`src/rtl/core/csc_pkg.sv`:
```
// csc_pkg: shared constants, types and mode codes for the color space converter.
// No dependencies; imported by every module of the converter.
package csc_pkg;

  // Fixed-point formats
  localparam int FRAC_BITS     = 12;
  localparam int HUE_FRAC_BITS = 4;
  localparam int COMP_W        = 13;

  typedef logic [COMP_W-1:0] comp_t;

  localparam comp_t ONE      = comp_t'(1 << FRAC_BITS);
  localparam comp_t HUE_FULL = comp_t'(360 << HUE_FRAC_BITS);
  localparam comp_t HUE_MAX  = comp_t'((360 << HUE_FRAC_BITS) - 1);

  // One 60 degree sector is 15 << SECTOR_POW
  localparam int SECTOR_POW = 2 + HUE_FRAC_BITS;
  localparam int SECTOR_W   = 10;
  localparam logic [SECTOR_W-1:0] SECTOR = SECTOR_W'(60 << HUE_FRAC_BITS);

  // Mode codes
  typedef logic [1:0] mode_t;
  localparam mode_t MODE_RGB2HSV = 2'd0;
  localparam mode_t MODE_RGB2HSL = 2'd1;
  localparam mode_t MODE_HSV2RGB = 2'd2;
  localparam mode_t MODE_HSL2RGB = 2'd3;

  // Pipelined divider: 25-bit dividend, 13-bit divisor, 13-bit quotient
  localparam int DIV_NUM_W = 25;
  localparam int DIV_DEN_W = 13;
  localparam int DIV_Q_W   = 13;
  localparam int DIV_STEPS = DIV_Q_W;

  // Latencies of both paths, counted from the input register
  localparam int HSX_LAT  = 2 + DIV_STEPS;
  localparam int RGB_CORE = 4;
  localparam int RGB_PAD  = HSX_LAT - RGB_CORE;

  // To-RGB scaling: divide by 2*ONE*SECTOR = 2^PRE_SHIFT * 15
  localparam int PRE_SHIFT   = FRAC_BITS + 1 + SECTOR_POW;
  localparam int RECIP_SHIFT = 22;
  localparam int RECIP_W     = 19;
  localparam logic [RECIP_W-1:0] RECIP_MUL = RECIP_W'(((1 << RECIP_SHIFT) + 14) / 15);

  typedef struct packed {
    comp_t a;
    comp_t b;
    comp_t c;
  } color_t;

  typedef struct packed {
    logic valid;
    logic to_rgb;
  } ctl_t;

endpackage

```
`src/rtl/core/csc_to_rgb.sv`:
```
// csc_to_rgb: HSV / HSL to RGB path: chroma, sector, products, scaling by reciprocal.
// Depends on csc_pkg. Padded with a delay line to line up with the other path.
module csc_to_rgb (
  input  logic            clk,
  input  logic            en,
  input  logic            hsl,
  input  csc_pkg::comp_t  hue,
  input  csc_pkg::comp_t  sat,
  input  csc_pkg::comp_t  lum,
  output csc_pkg::color_t res
);
  import csc_pkg::*;

  localparam int CQ_W  = 26;
  localparam int PR_W  = 36;
  localparam int SUM_W = PR_W + 1;
  localparam int X_W   = SUM_W - PRE_SHIFT;
  localparam int Y_W   = X_W + RECIP_W;

  comp_t         h, f;
  logic [13:0]   two_l;
  logic [2:0]    k;
  logic [12:0]   base;
  logic [SECTOR_W-1:0] t;

  logic [CQ_W-2:0]     p_r;
  comp_t               q_r;
  logic                hsl_r;
  logic [2:0]          k1_r, k2_r;
  logic [SECTOR_W-1:0] t_r;

  logic [CQ_W-1:0] cq, mq;
  logic [PR_W-1:0] cf_nxt, xf_nxt, mf_nxt, cf_r, xf_r, mf_r;

  logic [SUM_W-1:0] cm, xm, mm, rf, gf, bf;
  logic [X_W-1:0]   x_r [3];
  logic [Y_W-1:0]   y_r [3];
  color_t           core_res;
  color_t           pad_r [RGB_PAD];

  // Stage 1: chroma factor product, hue sector and offset
  always_comb begin
    h     = (hue > HUE_FULL) ? HUE_FULL : hue;
    two_l = {lum, 1'b0};
    if (!hsl) begin
      f = lum;
    end else if (two_l > {1'b0, ONE}) begin
      f = COMP_W'({ONE, 1'b0} - two_l);
    end else begin
      f = two_l[COMP_W-1:0];
    end
    k = 3'(h > COMP_W'(SECTOR)) + 3'(h > COMP_W'(2 * SECTOR))
      + 3'(h > COMP_W'(3 * SECTOR)) + 3'(h > COMP_W'(4 * SECTOR))
      + 3'(h > COMP_W'(5 * SECTOR));
    base = 13'(k) * 13'(SECTOR);
    if (k[0] == 1'b0) begin
      t = SECTOR_W'(h - base);
    end else begin
      t = SECTOR_W'(base + 13'(SECTOR) - h);
    end
  end

  always_ff @(posedge clk) begin
    if (en) begin
      p_r   <= (CQ_W-1)'(f) * (CQ_W-1)'(sat);
      q_r   <= lum;
      hsl_r <= hsl;
      k1_r  <= k;
      t_r   <= t;
    end
  end

  // Stage 2: chroma and offset (scaled by 2*ONE), times sector width
  always_comb begin
    cq = {p_r, 1'b0};
    if (hsl_r) begin
      mq = {q_r, 13'b0} - CQ_W'(p_r);
    end else begin
      mq = {q_r, 13'b0} - cq;
    end
    cf_nxt = PR_W'(cq) * PR_W'(SECTOR);
    xf_nxt = PR_W'(cq) * PR_W'(t_r);
    mf_nxt = PR_W'(mq) * PR_W'(SECTOR);
  end

  always_ff @(posedge clk) begin
    if (en) begin
      cf_r <= cf_nxt;
      xf_r <= xf_nxt;
      mf_r <= mf_nxt;
      k2_r <= k1_r;
    end
  end

  // Stage 3: per-sector component select, drop the power-of-two factor
  always_comb begin
    cm = SUM_W'(cf_r) + SUM_W'(mf_r);
    xm = SUM_W'(xf_r) + SUM_W'(mf_r);
    mm = SUM_W'(mf_r);
    case (k2_r)
      3'd0: begin
        rf = cm; gf = xm; bf = mm;
      end
      3'd1: begin
        rf = xm; gf = cm; bf = mm;
      end
      3'd2: begin
        rf = mm; gf = cm; bf = xm;
      end
      3'd3: begin
        rf = mm; gf = xm; bf = cm;
      end
      3'd4: begin
        rf = xm; gf = mm; bf = cm;
      end
      default: begin
        rf = cm; gf = mm; bf = xm;
      end
    endcase
  end

  always_ff @(posedge clk) begin
    if (en) begin
      x_r[0] <= rf[SUM_W-1:PRE_SHIFT];
      x_r[1] <= gf[SUM_W-1:PRE_SHIFT];
      x_r[2] <= bf[SUM_W-1:PRE_SHIFT];
    end
  end

  // Stage 4: divide by 15 through the reciprocal
  always_ff @(posedge clk) begin
    if (en) begin
      for (int i = 0; i < 3; i++) begin
        y_r[i] <= Y_W'(x_r[i]) * Y_W'(RECIP_MUL);
      end
    end
  end

  function automatic comp_t scale_sat(input logic [Y_W-1:0] y);
    logic [Y_W-RECIP_SHIFT-1:0] v;
    v = y[Y_W-1:RECIP_SHIFT];
    return (v > (Y_W-RECIP_SHIFT)'(ONE)) ? ONE : COMP_W'(v);
  endfunction

  assign core_res.a = scale_sat(y_r[0]);
  assign core_res.b = scale_sat(y_r[1]);
  assign core_res.c = scale_sat(y_r[2]);

  // Delay to match the divider path
  always_ff @(posedge clk) begin
    if (en) begin
      pad_r[0] <= core_res;
      for (int i = 1; i < RGB_PAD; i++) begin
        pad_r[i] <= pad_r[i-1];
      end
    end
  end

  assign res = pad_r[RGB_PAD-1];

endmodule

```
`config.mk`:
```
export PLATFORM = sky130hd
export DESIGN_NAME = csc_to_rgb
export DESIGN_NICKNAME = d
export VERILOG_FILES = /design/src/rtl/core/csc_pkg.sv /design/src/rtl/core/csc_to_rgb.sv
export SDC_FILE = /design/constraint.sdc
export NUM_CORES = 2
export LEC_CHECK = 0
export ABC_CLOCK_PERIOD_IN_PS = 9820
export BUFFER_PORTS_ARGS = -buffer_cell sky130_fd_sc_hd__buf_2
export CAP_MARGIN = 15
export CORE_MARGIN = 2
export CORE_UTILIZATION = 60
export CTS_CLUSTER_SIZE = 10
export DETAILED_ROUTE_END_ITERATION = 7
export GPL_TIMING_DRIVEN = 1
export PLACE_DENSITY = 0.76
export SYNTH_ARGS = -nofsm -noshare
export SYNTH_HDL_FRONTEND = slang
export SYNTH_SLANG_ARGS = --single-unit
```
`constraint.sdc`:
```
create_clock -name clk -period 9.82 [get_ports clk]
set_input_delay 0.491 -clock clk [delete_from_list [all_inputs] [get_ports clk]]
set_output_delay 0.491 -clock clk [all_outputs]
set_load 0.005 [all_outputs]
```
==> impl_metrics.tcl <==
set metrics [dict create \
    status "complete, no violations" \
    multi_input_area_um2 29400 \
    grt_use_total_pct 24.6 \
    finalCritPeriodShare_pct 82.3 \
    synth_area_leaders "edfxtp_1, fa_1, ha_1" \
    tritoncts "done" \
    synth-seq-cells 672 \
    min_period_ns 8.08 \
    nFillCells 6532 \
    nets 5744 \
    hold_path_class "in2reg" \
    post_cts_resized 0 \
    drv_slew 0 \
    synth_area_leader_cell "edfxtp_1" \
    drtIter0Drc 2159 \
    async_flop_share_pct 0 \
    setup_viol 0 \
    synth_top_family_by_area "adder cells" \
    grt_pass1_wl_um 175000 \
    grt_remaining_overflow 0 \
    avgRoutedWirePerCell_um 18.6 \
    ios 81 \
    setup_tns_ns 0 \
    slowest_delay_ns 0.94 \
    ctsHoldBuffers 0 \
    port_buffers 80 \
    synth_compound_area_share_pct 7.55 \
    start_kind "primary input" \
    worstSetupPathType "in2reg" \
    hold_violations 0 \
    crit_slowest_cell "a21oi_1" \
    layout-area-overhead-vs-synth_pct 7.80 \
    fmax_mhz 124 \
    grt_max_degree 182 \
    fin_ws_ns 1.74 \
    synthFlopType "edfxtp_1" \
    via_count 32483 \
    syn_area_per_cell_um2 11.7 \
    synth_xor_area_share_pct 3.56 \
    ant_nets 0 \
    synth-simple-area-share_pct 9.67 \
    antenna_found_initial 2 \
    path_common_cell "fa_1" \
    coreArea_um2 86600 \
    whs_ns 0.0986 \
    cp-end-kind "flop" \
    start_util_pct 60.4 \
    numCtsBuffers 81 \
    rsz0062_at_grt "no" \
    clkLatencyLatePin_ns 0.66 \
    cap_violations 0 \
    drive_above_1_share_pct 5.37 \
    yosys.area.top_type_share_pct 38.6 \
    cts.clk_slew.worst_paths_ns 0.06 \
    via_per_inst 5.68 \
    diodes 0 \
    required_ns 10.23 \
    drt-total-wl_um 106000 \
    h-tree-depth 3 \
    cp_max_fo 13 \
    synthAdderAreaFrac_pct 35.1 \
    drt-pass1-iter-count 5 \
    synth_edf_count 672 \
    grt_pass1_vias 33927 \
    syn_inst 4462 \
    die_y_um 299 \
    place_ws_ns 1.26 \
    yosysWarnings 0 \
    clock-root-buffer "clkbuf_16" \
    slew_headroom_pct 18.1 \
    syn_nets 5662 \
    dp_hpwl_um 78400 \
    cts_setup_buffers 0 \
    yosysSeqAreaShare_pct 38.6 \
    synthMuxAreaShare_pct 0.268 \
    clock_sinks 672 \
    die_w_um 299 \
    die_area_um2 89600 \
    worstMarginPinSlew_ns 1.22 \
    route.detailed.drc 0 \
    final-seq-area_um2 20200 \
    final_core_util_pct 65.1 \
    arrival_ns 8.49 \
    ys_types 73 \
    rows 108 \
    gp_congestion 0.957 \
    clk_path_buf_depth 3 \
    syn_area_um2 52300 \
    skew_ns 0.0438 \
]
-- cell families (layout without fill, tap and decap cells) --
family | Yosys count | after routing
xor gates and xnor gates | 213 | 213
buffers and inverters | 735 | 839
muxes | 13 | 13
DFF | 672 | 672
adders and majority gates | 1158 | 1158
AOI/OAI and AO/OA | 614 | 614
and+or+nand+nor | 1057 | 1057
-- registers in the layout, summed over array words and instances, names as in the netlist --
| signal | flops |
|---|---|
| pad_r | 429 |
| x_r | 54 |
| y_r | 45 |
| mf_r | 30 |
| xf_r | 30 |
| cf_r | 29 |
| p_r | 25 |
| q_r | 13 |
| t_r | 10 |
| k1_r | 3 |
| k2_r | 3 |
| hsl_r | 1 |
-- layout make-up --
type	instances	area share (%)
multi-input cells	3055	52.1
flip-flops and latches	672	35.8
inverters	624	4.15
clock buffers	87	3.67
well taps	1155	2.56
repair buffers	110	1.17
clock inverters	18	0.574
-- layout by cell type, fill, tap and decap left out, types with 27 or more instances in the layout --
master,n
a21o_1,57
clkbuf_16,82
o21a_1,38
nand3_1,38
buf_4,28
buf_2,79
xor2_1,60
and2_1,225
a21oi_1,195
nor2_1,194
xnor2_1,153
o21ai_0,117
ha_1,639
and3_1,27
nor3_1,60
nand2_1,391
fa_1,519
inv_1,621
edfxtp_1,672
a211oi_1,31
-- cell usage after synthesis, types with 6 or more instances --
cell       instances
edfxtp_1         672
ha_1             639
inv_1            621
fa_1             519
nand2_1          391
and2_1           225
a21oi_1          195
nor2_1           194
xnor2_1          153
o21ai_0          119
clkbuf_1         107
nor3_1            60
xor2_1            60
a21o_1            57
nand3_1           38
o21a_1            38
a211oi_1          31
and3_1            27
nand4_1           25
nand2b_1          22
nor2b_1           22
a31oi_1           19
o21bai_1          15
or3_1             15
o211ai_1          13
or2_2             12
a221o_1           11
nor4_1            11
a22oi_1           10
o22ai_1           10
mux2_2             8
o31ai_1            8
a31o_2             7
a2bb2oi_1          6
-- critical path: cells and delay by family --
family / cells / cell delay (ns)
AO/OA/AOI/OAI: 9 / 3.15
XOR/XNOR: 2 / 0.21
adder cells (fa/ha/maj): 6 / 2.53
buffers and inverters: 4 / 0.27
AND/OR/NAND/NOR: 6 / 1.81
-- final timing paths --
kind	slack [ns]	from	end	cells after the start
max	1.74	lum[6]	p_r[24]	27
min	0.1	lum[6]	q_r[6]	1
max reg2reg	3.12	p_r[5]	mf_r[34]	17
min reg2reg	0.40	pad_r[0][8]	pad_r[1][8]	0
-- routing by layer --
layer  GRT usage [%]  up-vias  wire, µm
met5               0        -        13
met3            3.20      235      5280
met2            42.1      892     52500
li1                -    15337         -
met1            32.3    16017     44800
met4            8.85        2      3800
-- through the flow --
step | std cells | instance area [µm²]
final | 5721 | 56400
after global placement | 5614 | 54000
after CTS | 5719 | 56400
after global routing | 5721 | 56400
after floorplan | 4462 | 52300
after detailed placement | 5614 | 54000
Power is not shown: default switching activity piles up to over one toggle a cycle in this logic, so the estimate is an artifact.
