<file path="src/rtl/core/csc_pkg.sv">
// csc_pkg: shared constants, types and mode codes for the color space converter.
// No dependencies; imported by every module of the converter.
package csc_pkg;

  // Fixed-point formats
  localparam int FRAC_BITS     = 12;
  localparam int HUE_FRAC_BITS = 4;
  localparam int COMP_W        = 13;

  typedef logic [COMP_W-1:0] comp_t;

  localparam comp_t ONE      = comp_t'(1 << FRAC_BITS);
  localparam comp_t HUE_FULL = comp_t'(360 << HUE_FRAC_BITS);
  localparam comp_t HUE_MAX  = comp_t'((360 << HUE_FRAC_BITS) - 1);

  // One 60 degree sector is 15 << SECTOR_POW
  localparam int SECTOR_POW = 2 + HUE_FRAC_BITS;
  localparam int SECTOR_W   = 10;
  localparam logic [SECTOR_W-1:0] SECTOR = SECTOR_W'(60 << HUE_FRAC_BITS);

  // Mode codes
  typedef logic [1:0] mode_t;
  localparam mode_t MODE_RGB2HSV = 2'd0;
  localparam mode_t MODE_RGB2HSL = 2'd1;
  localparam mode_t MODE_HSV2RGB = 2'd2;
  localparam mode_t MODE_HSL2RGB = 2'd3;

  // Pipelined divider: 25-bit dividend, 13-bit divisor, 13-bit quotient
  localparam int DIV_NUM_W = 25;
  localparam int DIV_DEN_W = 13;
  localparam int DIV_Q_W   = 13;
  localparam int DIV_STEPS = DIV_Q_W;

  // Latencies of both paths, counted from the input register
  localparam int HSX_LAT  = 2 + DIV_STEPS;
  localparam int RGB_CORE = 4;
  localparam int RGB_PAD  = HSX_LAT - RGB_CORE;

  // To-RGB scaling: divide by 2*ONE*SECTOR = 2^PRE_SHIFT * 15
  localparam int PRE_SHIFT   = FRAC_BITS + 1 + SECTOR_POW;
  localparam int RECIP_SHIFT = 22;
  localparam int RECIP_W     = 19;
  localparam logic [RECIP_W-1:0] RECIP_MUL = RECIP_W'(((1 << RECIP_SHIFT) + 14) / 15);

  typedef struct packed {
    comp_t a;
    comp_t b;
    comp_t c;
  } color_t;

  typedef struct packed {
    logic valid;
    logic to_rgb;
  } ctl_t;

endpackage

</file>
<file path="src/rtl/core/csc_divider.sv">
// csc_divider: fully pipelined restoring divider, one quotient bit per stage.
// Depends on csc_pkg. Dividend must be below divisor * 2^DIV_Q_W.
module csc_divider (
  input  logic                           clk,
  input  logic                           en,
  input  logic [csc_pkg::DIV_NUM_W-1:0]  num,
  input  logic [csc_pkg::DIV_DEN_W-1:0]  den,
  output logic [csc_pkg::DIV_Q_W-1:0]    quo
);
  import csc_pkg::*;

  logic [DIV_DEN_W-1:0] rem_in  [DIV_STEPS];
  logic [DIV_Q_W-1:0]   lo_in   [DIV_STEPS];
  logic [DIV_DEN_W-1:0] den_in  [DIV_STEPS];
  logic [DIV_DEN_W:0]   trial   [DIV_STEPS];
  logic                 qbit    [DIV_STEPS];
  logic [DIV_DEN_W-1:0] rem_nxt [DIV_STEPS];
  logic [DIV_DEN_W-1:0] rem_r   [DIV_STEPS];
  logic [DIV_Q_W-1:0]   lo_r    [DIV_STEPS];
  logic [DIV_DEN_W-1:0] den_r   [DIV_STEPS];

  // Stage inputs: first from the ports, the rest from the previous stage
  for (genvar g = 0; g < DIV_STEPS; g++) begin : g_step
    if (g == 0) begin : g_first
      assign rem_in[g] = DIV_DEN_W'(num[DIV_NUM_W-1:DIV_Q_W]);
      assign lo_in[g]  = num[DIV_Q_W-1:0];
      assign den_in[g] = den;
    end else begin : g_rest
      assign rem_in[g] = rem_r[g-1];
      assign lo_in[g]  = lo_r[g-1];
      assign den_in[g] = den_r[g-1];
    end

    // Shift in one dividend bit, subtract when it fits
    always_comb begin
      trial[g] = {rem_in[g], lo_in[g][DIV_Q_W-1]};
      qbit[g]  = (trial[g] >= {1'b0, den_in[g]});
      if (qbit[g]) begin
        rem_nxt[g] = DIV_DEN_W'(trial[g] - {1'b0, den_in[g]});
      end else begin
        rem_nxt[g] = trial[g][DIV_DEN_W-1:0];
      end
    end

    always_ff @(posedge clk) begin
      if (en) begin
        rem_r[g] <= rem_nxt[g];
        lo_r[g]  <= {lo_in[g][DIV_Q_W-2:0], qbit[g]};
        den_r[g] <= den_in[g];
      end
    end
  end

  assign quo = lo_r[DIV_STEPS-1];

endmodule

</file>
<file path="src/rtl/core/csc_to_hsx.sv">
// csc_to_hsx: RGB to HSV / HSL path: extremes, numerators, two pipelined dividers.
// Depends on csc_pkg and csc_divider.
module csc_to_hsx (
  input  logic            clk,
  input  logic            en,
  input  logic            hsl,
  input  csc_pkg::comp_t  red,
  input  csc_pkg::comp_t  green,
  input  csc_pkg::comp_t  blue,
  output csc_pkg::color_t res
);
  import csc_pkg::*;

  typedef struct packed {
    logic  hue_zero;
    logic  sat_zero;
    comp_t third;
  } side_t;

  comp_t              rr, mx, mn, d;
  logic signed [16:0] rs, gs, bs, ds, x_s;
  logic        [13:0] sum;

  logic [14:0] xp_r;
  comp_t       d_r, mx_r, mn_r;
  logic [13:0] sum_r;
  logic        hsl_r;

  logic [DIV_NUM_W-1:0] hue_num_nxt, sat_num_nxt, hue_num_r, sat_num_r;
  comp_t                sat_den_nxt, hue_den_r, sat_den_r;
  side_t                side_nxt;
  side_t                side_r [DIV_STEPS+1];
  logic [DIV_Q_W-1:0]   hue_q, sat_q;

  // Stage 1: max, min, chroma and the wrapped hue numerator in units of d
  always_comb begin
    rr = (red > ONE) ? ONE : red;
    mx = rr;
    mn = rr;
    if (green > mx) mx = green;
    if (blue > mx)  mx = blue;
    if (green < mn) mn = green;
    if (blue < mn)  mn = blue;
    d   = mx - mn;
    sum = {1'b0, mx} + {1'b0, mn};
    rs  = $signed({4'b0, rr});
    gs  = $signed({4'b0, green});
    bs  = $signed({4'b0, blue});
    ds  = $signed({4'b0, d});
    if (rr == mx) begin
      x_s = gs - bs;
    end else if (green == mx) begin
      x_s = (ds <<< 1) + bs - rs;
    end else begin
      x_s = (ds <<< 2) + rs - gs;
    end
    if (x_s < 0) x_s = x_s + (ds <<< 2) + (ds <<< 1);
  end

  always_ff @(posedge clk) begin
    if (en) begin
      xp_r  <= x_s[14:0];
      d_r   <= d;
      mx_r  <= mx;
      mn_r  <= mn;
      sum_r <= sum;
      hsl_r <= hsl;
    end
  end

  // Stage 2: dividends, divisors and zero cases
  always_comb begin
    hue_num_nxt = DIV_NUM_W'(xp_r) * DIV_NUM_W'(SECTOR);
    sat_num_nxt = DIV_NUM_W'(d_r) << FRAC_BITS;
    if (!hsl_r) begin
      sat_den_nxt       = mx_r;
      side_nxt.sat_zero = (mx_r == '0);
      side_nxt.third    = mx_r;
    end else begin
      if (sum_r >= {1'b0, ONE}) begin
        sat_den_nxt = COMP_W'({ONE, 1'b0} - sum_r);
      end else begin
        sat_den_nxt = sum_r[COMP_W-1:0];
      end
      side_nxt.sat_zero = (mx_r == '0) || (mn_r == ONE);
      side_nxt.third    = sum_r[COMP_W:1];
    end
    side_nxt.hue_zero = (d_r == '0);
  end

  always_ff @(posedge clk) begin
    if (en) begin
      hue_num_r <= hue_num_nxt;
      hue_den_r <= d_r;
      sat_num_r <= sat_num_nxt;
      sat_den_r <= sat_den_nxt;
      side_r[0] <= side_nxt;
      for (int i = 1; i <= DIV_STEPS; i++) begin
        side_r[i] <= side_r[i-1];
      end
    end
  end

  csc_divider u_hue_div (
    .clk (clk),
    .en  (en),
    .num (hue_num_r),
    .den (hue_den_r),
    .quo (hue_q)
  );

  csc_divider u_sat_div (
    .clk (clk),
    .en  (en),
    .num (sat_num_r),
    .den (sat_den_r),
    .quo (sat_q)
  );

  // Zero cases and saturation
  always_comb begin
    if (side_r[DIV_STEPS].hue_zero) begin
      res.a = '0;
    end else begin
      res.a = (hue_q > HUE_MAX) ? HUE_MAX : hue_q;
    end
    if (side_r[DIV_STEPS].sat_zero) begin
      res.b = '0;
    end else begin
      res.b = (sat_q > ONE) ? ONE : sat_q;
    end
    res.c = (side_r[DIV_STEPS].third > ONE) ? ONE : side_r[DIV_STEPS].third;
  end

endmodule

</file>
<file path="config.mk">
export PLATFORM = sky130hd
export DESIGN_NAME = csc_to_hsx
export DESIGN_NICKNAME = d
export VERILOG_FILES = /design/src/rtl/core/csc_pkg.sv /design/src/rtl/core/csc_divider.sv /design/src/rtl/core/csc_to_hsx.sv
export SDC_FILE = /design/constraint.sdc
export NUM_CORES = 2
export LEC_CHECK = 0
export ABC_AREA = 1
export BUFFER_PORTS_ARGS = -buffer_cell sky130_fd_sc_hd__buf_2
export CORE_MARGIN = 4
export CORE_UTILIZATION = 50
export CTS_BUF_LIST = sky130_fd_sc_hd__clkbuf_2 sky130_fd_sc_hd__clkbuf_4 sky130_fd_sc_hd__clkbuf_8
export DETAILED_ROUTE_END_ITERATION = 16
export PLACE_DENSITY_LB_ADDON = 0.08
export REMOVE_ABC_BUFFERS = 1
export SYNTH_ARGS = -nofsm -noshare
export SYNTH_HDL_FRONTEND = slang
export SYNTH_SLANG_ARGS = --single-unit
</file>
<file path="constraint.sdc">
create_clock -name clk -period 31.8 [get_ports clk]
set_input_delay 4.77 -clock clk [delete_from_list [all_inputs] [get_ports clk]]
set_output_delay 4.77 -clock clk [all_outputs]
set_load 0.01 [all_outputs]
</file>
==> impl_metrics.yaml <==
floorplanning:
  start_util_pct: 50.3
  row_count: 128
  die_x_um: 358
  dieArea_um2: 128000
  ios: 81
  die_h_um: 358
  core-area_um2: 122000
logic_synthesis:
  ys_types: 58
  netlist.top_cell.by_area: "edfxtp_1"
  synth_top_area_share_pct: 56.3
  ys_seq_area_share_pct: 56.3
  yosysWarnings: 0
  synth-seq-cells: 1150
  yosys-top-cells-area: "edfxtp_1 (56%), ha_1 (10%), inv_1 (5.0%), nand2_1 (4.8%), a21oi_1 (4.8%)"
  syn_avg_cell_area_um2: 10.9
  synthArstFlopShare_pct: 0
  synth_edf_count: 1150
  netlist_area_um2: 61300
  synth_cells: 5646
  ys.flop_type: "edfxtp_1"
cts:
  cts_tree: "built"
  clkSlewWorstSetupHoldPaths_ps: 60
  clockRootBuffer: "clkbuf_8"
  cts_buffers: 189
  cts_setup_buffers: 0
  cts_num_sinks: 1150
  hold_buffers: 0
  clk-insertion-delay-late_ps: 890
  cts_resized: 0
  cts_buffer_depth: 3
  htree_num_levels: 4
worst_hold_path:
  hold_class: "reg -> reg"
timing:
  period_needed_ps: 15460
  period_share_pct: 48.6
  slew_violations: 0
  setup_viol: 0
  finalClockSkew_ps: 49.0
  slew_headroom_pct: 24.5
  hold_violations: 0
  rsz0062_at_grt: "no"
  tightest_slew_ps: 1120
  fmax_ghz: 0.0647
  tns_ps: 0
final_layout:
  finalNonFillerCells: 7644
  drive_above_1_share_pct: 7.82
  nets: 6489
  mostFrequentLayoutCells: "edfxtp_1 (1150), inv_1 (812), nand2_1 (790), a21oi_1 (591), nor2_1 (499)"
  area_growth_pct: 9.94
  final_common_cell: "edfxtp_1"
worst_setup_path:
  worstSetupPathType: "in -> reg"
  end_kind: "flip-flop"
  slowest_delay_ps: 820
  arrival_ps: 16080
  critPathRequiredTime_ps: 32420
  crit_path_start_kind: "input port"
  cpMaxStageDelayCell: "o31ai_1"
  crit_top_cell: "nand2_1"
  path_max_fanout: 45
drt:
  drc: 0
  drt-total-wl_um: 119000
  drt_iter0_markers: 2148
  dr.pass1.iters: 6
  wire_per_inst_um: 15.6
  vias: 38898
  route.antenna.remaining_nets: 0
  viasPerCell: 5.09
place:
  place_inst: 7299
  numPortBuffers: 80
  post-dp-hpwl_um: 88800
  gp_congestion: 0.908
global_route:
  grt_max_degree: 196
  grt_usage_pct: 18.9
  grt_pass1_wl_um: 193000
  gr-total-overflow: 0
  antenna_found_initial: 5
  grt_pass1_vias: 38412
run_status:
  outcome: "finished clean"
job:
  maxCapViolCount: 0
==> logic make-up (layout without fill, tap and decap cells) <==
group	count (synthesis)	count (layout)	share of synthesized area, %
compound gates	974	974	8.67
xor+xnor	324	324	4.65
fa+ha+maj	582	582	12.9
buf+inv	904	1270	5.62
flops	1150	1150	56.3
other cells	0	7	0
simple gates	1712	1712	11.8
==> metrics by stage <==
| stage | hold WS, ps | instance area, µm² | setup WS, ps | util [%] |
|---|---|---|---|---|
| 2_1_floorplan | 400 | 60900 | 17710 | - |
| 3_3_place_gp | 400 | 63600 | 15730 | 52.3 |
| 3_5_place_dp | 405 | 63600 | 15520 | 52.3 |
| 4_1_cts | 390 | 67400 | 16440 | 55.3 |
| 5_1_grt | 405 | 67400 | 15260 | 55.4 |
| 6_report | 383 | 67400 | 16340 | 55.4 |
==> metal layers <==
| metal | GRT usage (%) | vias up | wire (µm) |
|---|---|---|---|
| met5 | 0 | - | 0 |
| met4 | 6.13 | 0 | 3110 |
| met3 | 3.40 | 211 | 4450 |
| met2 | 33.3 | 663 | 59500 |
| met1 | 23.6 | 18122 | 52300 |
| li1 | - | 19902 | - |
==> sequential cells by signal, indices dropped and copies added, names as in the netlist <==
name,cells
sat_den_r,13
u_hue_div.lo_r,112
mn_r,13
u_sat_div.rem_r,156
xp_r,15
sum_r,14
d_r,12
u_hue_div.den_r,156
u_sat_div.lo_r,91
hue_den_r,13
mx_r,13
u_hue_div.rem_r,156
hue_num_r,19
u_sat_div.den_r,156
hsl_r,1
side_r,210
==> worst max-delay path, delay by kind of cell <==
family                     cells  cell delay [ps]
and+or+nand+nor               33             4730
adders and majority gates      8             2760
xor gates and xnor gates       4             1050
buffers and inverters          8              980
AOI/OAI and AO/OA              6             1720
==> path summary, 6_finish.rpt <==
check	slack, ps	from	cells past startpoint	endpoint
worst max-delay path	16340	red[2]	59	xp_r[14]
worst min-delay path	380	u_hue_div.lo_r[0][79]	0	u_hue_div.lo_r[0][93]
worst max register to register	27730	xp_r[2]	19	hue_num_r[22]
worst min register to register	380	u_hue_div.lo_r[0][79]	0	u_hue_div.lo_r[0][93]
==> layout make-up <==
class	count	area (µm²)
Multi-Input combinational cell	3592	23300
Inverter	816	3060
Antenna cell	7	17.5
Fill cell	10460	54300
Timing Repair Buffer	116	693
Clock buffer	249	3060
Sequential cell	1150	34500
Clock inverter	89	672
Tap cell	1625	2030
==> cells in the mapped netlist, drive strengths merged, types with 22 or more instances <==
cell type and number:
a21oi 592, o21ai 213, xnor2 128, fa 86, inv 815, xor2 196
nor2 504, o21bai 44, edfxtp 1150, ha 496, nor3 38, nand3 268
nand4 27, nand2 804, clkbuf 69, nor4 22
Power is left out: the tool's default activity adds up to more than one toggle a clock period on the data nets, which glitch-free logic cannot reach.
